### src/rtl/core/ssfir_pkg.sv
// Package for the same-size FIR line filter: default sizes, command codes,
// controller states and the command and status words between controller and datapath.
// Depends on nothing.
package ssfir_pkg;

	localparam int MAX_TAPS_DEF    = 16;
	localparam int SAMPLE_BITS_DEF = 16;
	localparam int RES_BITS        = 36;
	localparam int TAP_COUNT_BITS  = 5;
	localparam int COEF_IDX_BITS   = 4;

	localparam logic CMD_LOAD = 1'b0;
	localparam logic CMD_PUSH = 1'b1;

	typedef enum logic [2:0] {
		ST_IDLE,
		ST_MAC,
		ST_DRAIN,
		ST_EMIT,
		ST_FLUSH
	} ctrl_state_t;

	typedef struct packed {
		logic push;
		logic flush_shift;
		logic coef_we;
		logic mac_step;
		logic out_load;
		logic out_last;
		logic line_clear;
	} dp_cmd_t;

	typedef struct packed {
		logic mac_last;
		logic out_busy;
	} dp_stat_t;

endpackage

### src/rtl/core/ssfir_if.sv
// Channel interfaces of the same-size FIR line filter: input words, result words
// and the tap count write channel. Depends on ssfir_pkg.
interface ssfir_in_if #(
	parameter int SAMPLE_BITS = ssfir_pkg::SAMPLE_BITS_DEF
);
	logic                                   valid;
	logic                                   ready;
	logic                                   command;
	logic [ssfir_pkg::COEF_IDX_BITS-1:0]    coef_index;
	logic signed [SAMPLE_BITS-1:0]          value;
	logic                                   last_sample;

	modport source (output valid, output command, output coef_index, output value,
		output last_sample, input ready);
	modport sink (input valid, input command, input coef_index, input value,
		input last_sample, output ready);
endinterface

interface ssfir_out_if;
	logic                                   valid;
	logic                                   ready;
	logic signed [ssfir_pkg::RES_BITS-1:0]  result;
	logic                                   last_result;

	modport source (output valid, output result, output last_result, input ready);
	modport sink (input valid, input result, input last_result, output ready);
endinterface

interface ssfir_cfg_if;
	logic                                    valid;
	logic                                    ready;
	logic [ssfir_pkg::TAP_COUNT_BITS-1:0]    data;

	modport source (output valid, output data, input ready);
	modport sink (input valid, input data, output ready);
endinterface

### src/rtl/core/ssfir_dp.sv
// Datapath of the same-size FIR line filter: sample window, coefficient bank,
// one shared multiply-accumulate unit and the result register. Depends on ssfir_pkg.
module ssfir_dp #(
	parameter int MAX_TAPS    = ssfir_pkg::MAX_TAPS_DEF,
	parameter int SAMPLE_BITS = ssfir_pkg::SAMPLE_BITS_DEF,
	localparam int TW = $clog2(MAX_TAPS + 1)
) (
	input  logic                                   clk,
	input  logic                                   arst_n,
	input  ssfir_pkg::dp_cmd_t                     cmd,
	output ssfir_pkg::dp_stat_t                    stat,
	input  logic [TW-1:0]                          taps,
	input  logic [ssfir_pkg::COEF_IDX_BITS-1:0]    coef_index,
	input  logic signed [SAMPLE_BITS-1:0]          value,
	output logic signed [ssfir_pkg::RES_BITS-1:0]  result,
	output logic                                   last_result,
	output logic                                   out_valid,
	input  logic                                   out_ready
);

	localparam int IW = (MAX_TAPS > 1) ? $clog2(MAX_TAPS) : 1;
	localparam int RB = ssfir_pkg::RES_BITS;

	logic signed [SAMPLE_BITS-1:0]   win_q [MAX_TAPS];
	logic signed [SAMPLE_BITS-1:0]   coef_q [MAX_TAPS];
	logic [IW-1:0]                   k_q;
	logic                            mac_last;
	logic signed [2*SAMPLE_BITS-1:0] prod_s1;
	logic                            vld_s1;
	logic                            first_s1;
	logic signed [RB-1:0]            acc_q;
	logic signed [RB-1:0]            result_q;
	logic                            last_q;
	logic                            out_valid_q;

	always_ff @(posedge clk or negedge arst_n) begin
		if (!arst_n) begin
			for (int i = 0; i < MAX_TAPS; i++) begin
				win_q[i] <= '0;
			end
		end else if (cmd.line_clear) begin
			for (int i = 0; i < MAX_TAPS; i++) begin
				win_q[i] <= '0;
			end
		end else if (cmd.push || cmd.flush_shift) begin
			win_q[0] <= cmd.push ? value : '0;
			for (int i = 1; i < MAX_TAPS; i++) begin
				win_q[i] <= win_q[i-1];
			end
		end
	end

	always_ff @(posedge clk or negedge arst_n) begin
		if (!arst_n) begin
			for (int i = 0; i < MAX_TAPS; i++) begin
				coef_q[i] <= '0;
			end
		end else if (cmd.coef_we && (int'(coef_index) < MAX_TAPS)) begin
			coef_q[IW'(coef_index)] <= value;
		end
	end

	assign mac_last = (int'(k_q) + 1 >= int'(taps));

	always_ff @(posedge clk or negedge arst_n) begin
		if (!arst_n) begin
			k_q      <= '0;
			vld_s1   <= 1'b0;
			first_s1 <= 1'b0;
		end else begin
			vld_s1   <= cmd.mac_step;
			first_s1 <= cmd.mac_step && (k_q == '0);
			if (cmd.mac_step) begin
				k_q <= mac_last ? '0 : k_q + IW'(1);
			end
		end
	end

	always_ff @(posedge clk) begin
		if (cmd.mac_step) begin
			prod_s1 <= coef_q[k_q] * win_q[k_q];
		end
		if (vld_s1) begin
			acc_q <= (first_s1 ? '0 : acc_q) + RB'(prod_s1);
		end
		if (cmd.out_load) begin
			result_q <= acc_q;
			last_q   <= cmd.out_last;
		end
	end

	always_ff @(posedge clk or negedge arst_n) begin
		if (!arst_n) begin
			out_valid_q <= 1'b0;
		end else if (cmd.out_load) begin
			out_valid_q <= 1'b1;
		end else if (out_ready) begin
			out_valid_q <= 1'b0;
		end
	end

	assign stat.mac_last = mac_last;
	assign stat.out_busy = out_valid_q && !out_ready;
	assign result        = result_q;
	assign last_result   = last_q;
	assign out_valid     = out_valid_q;

endmodule

### src/rtl/core/ssfir_ctrl.sv
// Controller of the same-size FIR line filter: tap count register, line bookkeeping
// and the state machine that sequences pushes, flushes and the accumulate passes.
// Depends on ssfir_pkg.
module ssfir_ctrl #(
	parameter int MAX_TAPS = ssfir_pkg::MAX_TAPS_DEF,
	localparam int TW = $clog2(MAX_TAPS + 1)
) (
	input  logic                                   clk,
	input  logic                                   arst_n,
	input  logic                                   cfg_valid,
	output logic                                   cfg_ready,
	input  logic [ssfir_pkg::TAP_COUNT_BITS-1:0]   cfg_data,
	input  logic                                   in_valid,
	output logic                                   in_ready,
	input  logic                                   in_command,
	input  logic                                   in_last_sample,
	output ssfir_pkg::dp_cmd_t                     cmd,
	input  ssfir_pkg::dp_stat_t                    stat,
	output logic [TW-1:0]                          taps
);

	ssfir_pkg::ctrl_state_t state_q, state_d;

	logic [ssfir_pkg::TAP_COUNT_BITS-1:0] tap_q;
	logic [TW-1:0] eff_taps;
	logic [TW-1:0] eff_d;
	logic [TW-1:0] taps_q;
	logic [TW-1:0] d_q;
	logic [TW-1:0] ss_q;
	logic [TW-1:0] j_q;
	logic          last_q;
	logic          accept;
	logic          push_acc;
	logic          push_emit;
	logic          flush_emit;
	logic          final_res;

	always_comb begin
		if (tap_q == '0) begin
			eff_taps = TW'(1);
		end else if (int'(tap_q) > MAX_TAPS) begin
			eff_taps = TW'(MAX_TAPS);
		end else begin
			eff_taps = TW'(tap_q);
		end
	end

	assign eff_d      = eff_taps >> 1;
	assign in_ready   = (state_q == ssfir_pkg::ST_IDLE);
	assign accept     = in_valid && in_ready;
	assign push_acc   = accept && (in_command == ssfir_pkg::CMD_PUSH);
	assign push_emit  = (ss_q >= eff_d);
	assign flush_emit = (int'(ss_q) + int'(j_q) + 1) > int'(d_q);
	assign final_res  = last_q && (j_q == d_q);
	assign cfg_ready  = 1'b1;
	assign taps       = taps_q;

	always_comb begin
		state_d = state_q;
		case (state_q)
			ssfir_pkg::ST_IDLE: begin
				if (push_acc) begin
					if (push_emit) begin
						state_d = ssfir_pkg::ST_MAC;
					end else if (in_last_sample) begin
						state_d = ssfir_pkg::ST_FLUSH;
					end
				end
			end
			ssfir_pkg::ST_MAC: begin
				if (stat.mac_last) begin
					state_d = ssfir_pkg::ST_DRAIN;
				end
			end
			ssfir_pkg::ST_DRAIN: begin
				state_d = ssfir_pkg::ST_EMIT;
			end
			ssfir_pkg::ST_EMIT: begin
				if (!stat.out_busy) begin
					if (last_q && !final_res) begin
						state_d = ssfir_pkg::ST_FLUSH;
					end else begin
						state_d = ssfir_pkg::ST_IDLE;
					end
				end
			end
			ssfir_pkg::ST_FLUSH: begin
				if (flush_emit) begin
					state_d = ssfir_pkg::ST_MAC;
				end
			end
			default: begin
				state_d = ssfir_pkg::ST_IDLE;
			end
		endcase
	end

	always_comb begin
		cmd = '0;
		case (state_q)
			ssfir_pkg::ST_IDLE: begin
				cmd.push    = push_acc;
				cmd.coef_we = accept && (in_command == ssfir_pkg::CMD_LOAD);
			end
			ssfir_pkg::ST_MAC: begin
				cmd.mac_step = 1'b1;
			end
			ssfir_pkg::ST_EMIT: begin
				cmd.out_load   = !stat.out_busy;
				cmd.out_last   = final_res;
				cmd.line_clear = !stat.out_busy && final_res;
			end
			ssfir_pkg::ST_FLUSH: begin
				cmd.flush_shift = 1'b1;
			end
			default: begin
				cmd = '0;
			end
		endcase
	end

	always_ff @(posedge clk or negedge arst_n) begin
		if (!arst_n) begin
			state_q <= ssfir_pkg::ST_IDLE;
			tap_q   <= ssfir_pkg::TAP_COUNT_BITS'(1);
			taps_q  <= TW'(1);
			d_q     <= '0;
			ss_q    <= '0;
			j_q     <= '0;
			last_q  <= 1'b0;
		end else begin
			state_q <= state_d;
			if (cfg_valid) begin
				tap_q <= cfg_data;
			end
			if (push_acc) begin
				taps_q <= eff_taps;
				d_q    <= eff_d;
				last_q <= in_last_sample;
				j_q    <= '0;
				if (int'(ss_q) < MAX_TAPS) begin
					ss_q <= ss_q + TW'(1);
				end
			end
			if (cmd.flush_shift) begin
				j_q <= j_q + TW'(1);
			end
			if (cmd.line_clear) begin
				ss_q   <= '0;
				j_q    <= '0;
				last_q <= 1'b0;
			end
		end
	end

	assert property (@(posedge clk) disable iff (!arst_n) j_q <= d_q)
		else $error("Flush step count has passed half the tap count.");

	assert property (@(posedge clk) disable iff (!arst_n) int'(ss_q) <= MAX_TAPS)
		else $error("Sample count has run past its saturation value.");

	assert property (@(posedge clk) disable iff (!arst_n)
		(state_q == ssfir_pkg::ST_FLUSH) |-> last_q)
		else $error("Flush is running without a last sample in the line.");

	assert property (@(posedge clk) disable iff (!arst_n)
		(push_acc && push_emit) |=> (state_q == ssfir_pkg::ST_MAC))
		else $error("A sample that completes a result did not start an accumulate pass.");

	assert property (@(posedge clk) disable iff (!arst_n)
		cmd.line_clear |=> (ss_q == '0) && in_ready)
		else $error("Line end did not return the controller to an empty line.");

endmodule

### src/rtl/core/same_size_fir_line_filter_unit.sv
// Same-size FIR line filter: centred, zero-padded true convolution of one line.
// A load writes its coefficient. A push that completes a word starts an accumulate pass
// over T taps, a drain and an emit, T being the tap count clamped to 1..MAX_TAPS. After
// the last sample each flushed word takes a zero shift and its own pass, with zeros shifted
// in ahead of the first flushed word of a short line; a receiver holding off stalls it.
// Reset clears the window, coefficients and line state, sets one tap and leaves it ready.
module same_size_fir_line_filter_unit #(
	parameter int MAX_TAPS    = ssfir_pkg::MAX_TAPS_DEF,
	parameter int SAMPLE_BITS = ssfir_pkg::SAMPLE_BITS_DEF
) (
	input logic           clk,
	input logic           arst_n,
	ssfir_cfg_if.sink     cfg,
	ssfir_in_if.sink      in_ch,
	ssfir_out_if.source   out_ch
);

	localparam int TW = $clog2(MAX_TAPS + 1);

	ssfir_pkg::dp_cmd_t  cmd;
	ssfir_pkg::dp_stat_t stat;
	logic [TW-1:0]       taps;
	logic                in_ready;
	logic                cfg_ready;

	ssfir_ctrl #(
		.MAX_TAPS (MAX_TAPS)
	) u_ctrl (
		.clk            (clk),
		.arst_n         (arst_n),
		.cfg_valid      (cfg.valid),
		.cfg_ready      (cfg_ready),
		.cfg_data       (cfg.data),
		.in_valid       (in_ch.valid),
		.in_ready       (in_ready),
		.in_command     (in_ch.command),
		.in_last_sample (in_ch.last_sample),
		.cmd            (cmd),
		.stat           (stat),
		.taps           (taps)
	);

	ssfir_dp #(
		.MAX_TAPS    (MAX_TAPS),
		.SAMPLE_BITS (SAMPLE_BITS)
	) u_dp (
		.clk         (clk),
		.arst_n      (arst_n),
		.cmd         (cmd),
		.stat        (stat),
		.taps        (taps),
		.coef_index  (in_ch.coef_index),
		.value       (in_ch.value),
		.result      (out_ch.result),
		.last_result (out_ch.last_result),
		.out_valid   (out_ch.valid),
		.out_ready   (out_ch.ready)
	);

	assign in_ch.ready = in_ready;
	assign cfg.ready   = cfg_ready;

endmodule

### src/flat_wrapper.sv
// flat-port wrapper written by rule: the top's interface ports become plain ports
module same_size_fir_line_filter_unit_flat 
#(
	parameter int MAX_TAPS    = ssfir_pkg::MAX_TAPS_DEF,
	parameter int SAMPLE_BITS = ssfir_pkg::SAMPLE_BITS_DEF
)
  (clk, arst_n, cfg_valid, cfg_data, cfg_ready, in_ch_valid, in_ch_command, in_ch_coef_index, in_ch_value, in_ch_last_sample, in_ch_ready, out_ch_valid, out_ch_result, out_ch_last_result, out_ch_ready);
  ssfir_cfg_if cfg_i ();
  ssfir_in_if #(.SAMPLE_BITS(SAMPLE_BITS)) in_ch_i ();
  ssfir_out_if out_ch_i ();
  input logic clk;
  input logic arst_n;
  input wire logic [$bits(cfg_i.valid)-1:0] cfg_valid;
  input wire logic [$bits(cfg_i.data)-1:0] cfg_data;
  output wire logic [$bits(cfg_i.ready)-1:0] cfg_ready;
  input wire logic [$bits(in_ch_i.valid)-1:0] in_ch_valid;
  input wire logic [$bits(in_ch_i.command)-1:0] in_ch_command;
  input wire logic [$bits(in_ch_i.coef_index)-1:0] in_ch_coef_index;
  input wire logic [$bits(in_ch_i.value)-1:0] in_ch_value;
  input wire logic [$bits(in_ch_i.last_sample)-1:0] in_ch_last_sample;
  output wire logic [$bits(in_ch_i.ready)-1:0] in_ch_ready;
  output wire logic [$bits(out_ch_i.valid)-1:0] out_ch_valid;
  output wire logic [$bits(out_ch_i.result)-1:0] out_ch_result;
  output wire logic [$bits(out_ch_i.last_result)-1:0] out_ch_last_result;
  input wire logic [$bits(out_ch_i.ready)-1:0] out_ch_ready;
  assign cfg_i.valid = cfg_valid;
  assign cfg_i.data = cfg_data;
  assign cfg_ready = cfg_i.ready;
  assign in_ch_i.valid = in_ch_valid;
  assign in_ch_i.command = in_ch_command;
  assign in_ch_i.coef_index = in_ch_coef_index;
  assign in_ch_i.value = in_ch_value;
  assign in_ch_i.last_sample = in_ch_last_sample;
  assign in_ch_ready = in_ch_i.ready;
  assign out_ch_valid = out_ch_i.valid;
  assign out_ch_result = out_ch_i.result;
  assign out_ch_last_result = out_ch_i.last_result;
  assign out_ch_i.ready = out_ch_ready;
  same_size_fir_line_filter_unit #(.MAX_TAPS(MAX_TAPS), .SAMPLE_BITS(SAMPLE_BITS)) u_core (.clk(clk), .arst_n(arst_n), .cfg(cfg_i), .in_ch(in_ch_i), .out_ch(out_ch_i));
endmodule
### config.mk
export PLATFORM = sky130hd
export DESIGN_NAME = same_size_fir_line_filter_unit_flat
export DESIGN_NICKNAME = d
export VERILOG_FILES = /design/src/rtl/core/ssfir_pkg.sv /design/src/rtl/core/ssfir_if.sv /design/src/rtl/core/ssfir_dp.sv /design/src/rtl/core/ssfir_ctrl.sv /design/src/rtl/core/same_size_fir_line_filter_unit.sv /design/src/flat_wrapper.sv
export SDC_FILE = /design/constraint.sdc
export NUM_CORES = 2
export LEC_CHECK = 0
export BUFFER_PORTS_ARGS = -buffer_cell sky130_fd_sc_hd__buf_4
export CELL_PAD_IN_SITES_DETAIL_PLACEMENT = 0
export CELL_PAD_IN_SITES_GLOBAL_PLACEMENT = 1
export CORE_ASPECT_RATIO = 0.8
export CORE_UTILIZATION = 50
export DETAILED_ROUTE_END_ITERATION = 16
export GPL_TIMING_DRIVEN = 0
export PLACE_DENSITY_LB_ADDON = 0.1
export SYNTH_ARGS = -nofsm -noshare
export SYNTH_HDL_FRONTEND = slang
export SYNTH_SLANG_ARGS = --single-unit
export TNS_END_PERCENT = 100
### constraint.sdc
create_clock -name clk -period 11.3 [get_ports clk]
set_input_delay 2.26 -clock clk [delete_from_list [all_inputs] [get_ports clk]]
set_output_delay 2.26 -clock clk [all_outputs]
set_load 0.02 [all_outputs]
# Word level (Yosys, flattened, before mapping)
# Index checks and enable logic that the tools add are counted.
dict set report totals {
  ff_bits 652
}
dict set report classes {
  addsub 7
  n_mux 39
  n_lt_le_gt_ge 8
  bitwise_logic 3
  n_reduce_logical 23
  n_mul 1
  eq_ne 10
}
# op n
set op_table {}
lappend op_table {{$mux 256} 2}
lappend op_table {{$bwmux 256} 1}
lappend op_table {{$bmux 16 s4} 2}
lappend op_table {{$mux 16} 6}
lappend op_table {{$demux 16 s4} 1}
lappend op_table {{$mux 5} 8}
lappend op_table {{$add 36x36->36} 1}
lappend op_table {{$mux 36} 1}
lappend op_table {{$mul 16x16->32} 1}
lappend op_table {{$mux 3} 8}
lappend op_table {{$pmux 3 s5} 1}
lappend op_table {{$add 5x1->5 const B} 2}
lappend op_table {{$ge 5x5->1 const B} 2}
lappend op_table {{$not 4->5} 2}
lappend op_table {{$logic_and 1x1->1} 9}
lappend op_table {{$mux 1} 8}
lappend op_table {{$reduce_bool 2->1} 4}
lappend op_table {{$add 6x1->7 const B} 1}
lappend op_table {{$gt 7x4->1} 1}
lappend op_table {{$add 5x5->6} 1}
lappend op_table {{$eq 3x2->1 const B} 2}
lappend op_table {{$ne 2x2->1 const B} 3}
lappend op_table {{$add 4x1->5 const B} 1}
lappend op_table {{$eq 5x4->1} 1}
lappend op_table {{other kinds (20)} 22}

# Longest topological paths before layout
dict set report logic_depth {
  ltp_word 7
  mapped_depth 31
}

# By module
# A second synthesis with hierarchy kept.
dict set report unflattened {
  cells_unflattened 3705
  area_unflattened_um2 41048.1
}
# module n_inst cells_per_inst area_per_inst_um2
set by_module_without_submodules {}
lappend by_module_without_submodules {ssfir_dp 1 3537 39440.3}
lappend by_module_without_submodules {ssfir_ctrl 1 168 1607.8}

# Worst setup path after synthesis
# Ideal clock, no wire load.
dict set report synth_timing {
  path_kind {register to register}
  from {reg u_core.u_dp.k_q[0]}
  to {reg u_core.u_dp.prod_s1[30], data pin}
  slack_ps 3918
  arrival_time_ps 7121
  setup_ps 262
  period_less_slack_ps 7382
  stages_incl_launch_ff 28
  required_time_ps 11038
  n_path_buf 4
  cell_sequence {dfrtp_1 buf_2 buf_2 buf_2 mux4_2 mux2_2 o21ai_2 nor2_1 fa_1 inv_1 fa_1 fa_1 inv_1 fa_1 fa_1 inv_1 fa_1 inv_1 ha_1 clkbuf_1 and3_1 a221oi_1 a21oi_1 o2bb2ai_1 o21ai_0 a21oi_1 a211oi_1 xnor2_1}
}
dict set report synth_between {
  elab_chain_cells 5
  word_cells_on_any_way 8
}
# element line_no
set synth_rtl {}
lappend synth_rtl {{start, declared} ssfir_dp.sv:26} ;# logic [IW-1:0] k_q;
lappend synth_rtl {{start signal, assigned} ssfir_dp.sv:74} ;# k_q <= mac_last ? '0 : k_q + IW'(1);
lappend synth_rtl {{$not 4->5 (not written as such) (*)} ssfir_dp.sv:81} ;# prod_s1 <= coef_q[k_q] * win_q[k_q];
lappend synth_rtl {{$bmux 16 s4} ssfir_dp.sv:81}
lappend synth_rtl {{$mux 16 (not written as such) (2 in a row)} ssfir_dp.sv:81}
lappend synth_rtl {{$mul 16x16->32 (*)} ssfir_dp.sv:81}
lappend synth_rtl {{end signal, assigned} ssfir_dp.sv:81}
lappend synth_rtl {{end, declared} ssfir_dp.sv:28} ;# logic signed [2*SAMPLE_BITS-1:0] prod_s1;
# Every way passes the cells marked *; elsewhere a longest branch is shown, timed or not. The select of a mux whose other input is x is not followed.
# A chain may end at the register's enable or synchronous reset.

# Worst setup path after layout
dict set report layout_timing {
  from {reg u_core.u_dp.k_q[1]}
  to {reg u_core.u_dp.prod_s1[30], data pin}
}
# Same word-level chain as after synthesis.

==> impl_metrics.yaml <==
routing:
  dr_total_vias: 28400
  drtIter0Drc: 2655
  first_pass_iters: 8
  wl_um: 115000
  viasPerCell: 5.83
  wire_per_inst_um: 23.6
  ant_nets: 0
  drc_errors: 0
worst_setup_path:
  slowest_stage: "clkbuf_1"
  cp_common_cell: "fa_1"
  crit_arrival_ps: 10130
  path_class: "flop to flop"
  critPathCaptureType: "flop"
  crit_fanout: 10
  crit_required_ps: 11670
  start_kind: "flop"
  ff2ff_setup_slack_ps: 1540
  worst_path_largest_cell_delay_ps: 1100
synth:
  synthesis.area_um2: 40300
  ys_seq_area_share_pct: 41.6
  syn_inst: 3629
  yosys.area.top_type: "dfrtp_1"
  synth_cell_type_count: 80
  synth_edf_count: 105
  synth.area.top_cells: "dfrtp_1, fa_1, mux2_2"
  synth_top_area_share_pct: 33.6
  yosys_warnings: 0
  avgSynthCellArea_um2: 11.1
  synth-async-reset-ratio_pct: 83.8
  ys.flop_type: "dfrtp_1"
  ys_ff_latch: 648
  syn-num-nets: 4064
placement:
  placed_area_um2: 42200
  dp_hpwl_um: 87600
  gp_congestion: 0.909
  port_buffers: 68
sta:
  relSlewSlack_pct: 2.27
  max_freq_mhz: 102
  post-route-period-util_pct: 86.4
  setup_viol: 0
  max_slew.worst_pin.slew_ps: 1470
  hold_viol_final: 0
  holdWs_ps: 432
  rsz0062_at_grt: "false"
  period_needed_ps: 9760
  finalSetupTns_ps: 0
  slew_viol_final: 0
  finalClockSkew_ps: 42.5
run_status:
  outcome: "finished, final reports clean"
global_route:
  overflow: 0
  use_met3_pct: 5.25
  grt_pass1_wl_um: 180000
  top_usage_layer: "met1"
  grt_max_degree: 125
  grt_use_total_pct: 29.1
  grt_pass1_vias: 29200
  antenna_found_initial: 3
  grt_util_met1_pct: 46.3
  grtUsageMet2_pct: 41.1
cts:
  cts_tree: "built"
  cts_setup_buffers: 0
  cts-root-buf: "clkbuf_16"
  cts.sinks: 648
  path_clk_slew_ps: 60
  clk_path_buf_depth: 3
  clock_latency_ps: 640
  cts_resized: 0
  numCtsBuffers: 69
  htreeDepth: 3
  cts_hold_repair.buffers: 0
cells_and_area:
  fin_nets: 4210
  final_common_cell: "nand2_1"
  area_growth_pct: 10.4
  final_cell_area_um2: 44500
  drive_above_1_share_pct: 18.0
  antenna_cells: 0
  mostFrequentLayoutCells: "nand2_1, dfrtp_1, inv_1"
die:
  fp.dieH_um: 256
  start_util_pct: 50.8
  core_area_um2: 79200
  ios: 72
  dieArea_um2: 81700
  die_w_um: 319
  num_rows: 92
hold_path:
  min_path_type: "flop to flop"
flow_run:
  drv_cap: 0
[flip-flops by register name, summed over array words and instances (netlist names), 3 cells and up]
signal and flops:
u_core.u_dp.coef_q 256, u_core.u_ctrl.taps 5, u_core.u_dp.k_q 4, u_core.u_ctrl.tap_q 5
u_core.u_dp.win_q 256, u_core.u_dp.prod_s1 32, u_core.u_ctrl.j_q 5, u_core.u_dp.result 36
u_core.u_ctrl.ss_q 5, u_core.u_dp.acc_q 36, u_core.u_ctrl.state_q 3
[worst max-delay path: cells and delay by family (launching register included)]
kind            cells  cell delay (ps)
buf+inv             8             2420
flops               1              410
xor+xnor            1              130
mux                 2              720
fa+ha+maj           7             3200
compound gates      7             2100
simple gates        3              480
[layout make-up]
| class | count | area, um2 |
|---|---|---|
| fill | 6782 | 34700 |
| timing repair buffer | 75 | 662 |
| tap | 1034 | 1290 |
| sequential | 648 | 16700 |
| inverter | 329 | 1230 |
| buffer | 201 | 851 |
| clock buffer | 105 | 1980 |
| multi-input combinational | 2451 | 21400 |
| clock inverter | 20 | 249 |
[worst paths after layout]
kind | start | endpoint | cells after the start
worst min register to register | u_core.u_dp.acc_q[18] | u_core.u_dp.result[18] | 0
max in group asynchronous | arst_n | u_core.u_dp.win_q[158] | 4
worst max register to register | u_core.u_dp.k_q[1] | u_core.u_dp.prod_s1[30] | 28
worst min-delay path | u_core.u_dp.acc_q[18] | u_core.u_dp.result[18] | 0
min in group asynchronous | arst_n | u_core.u_dp.coef_q[31] | 1
worst max-delay path | u_core.u_dp.k_q[1] | u_core.u_dp.prod_s1[30] | 28
[through the flow]
stage / util, % / std cells / setup slack, ps
6_report: 56.1 / 4863 / 1540
5_1_grt: 56.1 / 4863 / 1090
4_1_cts: 56.1 / 4863 / 1660
3_5_place_dp: 53.3 / 4738 / 1690
3_3_place_gp: 53.1 / 4731 / 1690
2_1_floorplan: - / 3629 / 3920
[Yosys cell counts (20+ instances only)]
library cell	instances
a21o_1	32
a21oi_1	297
buf_2	46
clkbuf_1	126
dfrtp_1	541
edfxtp_1	105
fa_1	264
ha_1	139
inv_1	329
mux2_2	286
mux2i_1	25
mux4_2	135
nand2_1	661
nand2b_1	20
nor2_1	202
nor2b_1	54
o21ai_0	52
xnor2_1	56
[kinds of logic after synthesis]
kind of cell             Yosys count  share of synthesized area [%]
XOR/XNOR                          75                           1.63
AO/OA/AOI/OAI                    504                           7.43
other                              1                        0.00931
AND/OR/NAND/NOR                 1022                           10.6
flip-flops                       648                           41.6
buffers and inverters            530                           5.18
adder cells (fa/ha/maj)          403                           17.4
multiplexers                     446                           16.2
[routing by layer]
metal	up-vias	share of wire (%)
met4	0	2.1
met3	144	7.6
met1	14700	48
met5	-	0
li1	12500	-
met2	995	42
Power is not shown: default switching activity piles up to over one toggle a cycle in this logic, so the estimate is an artifact.
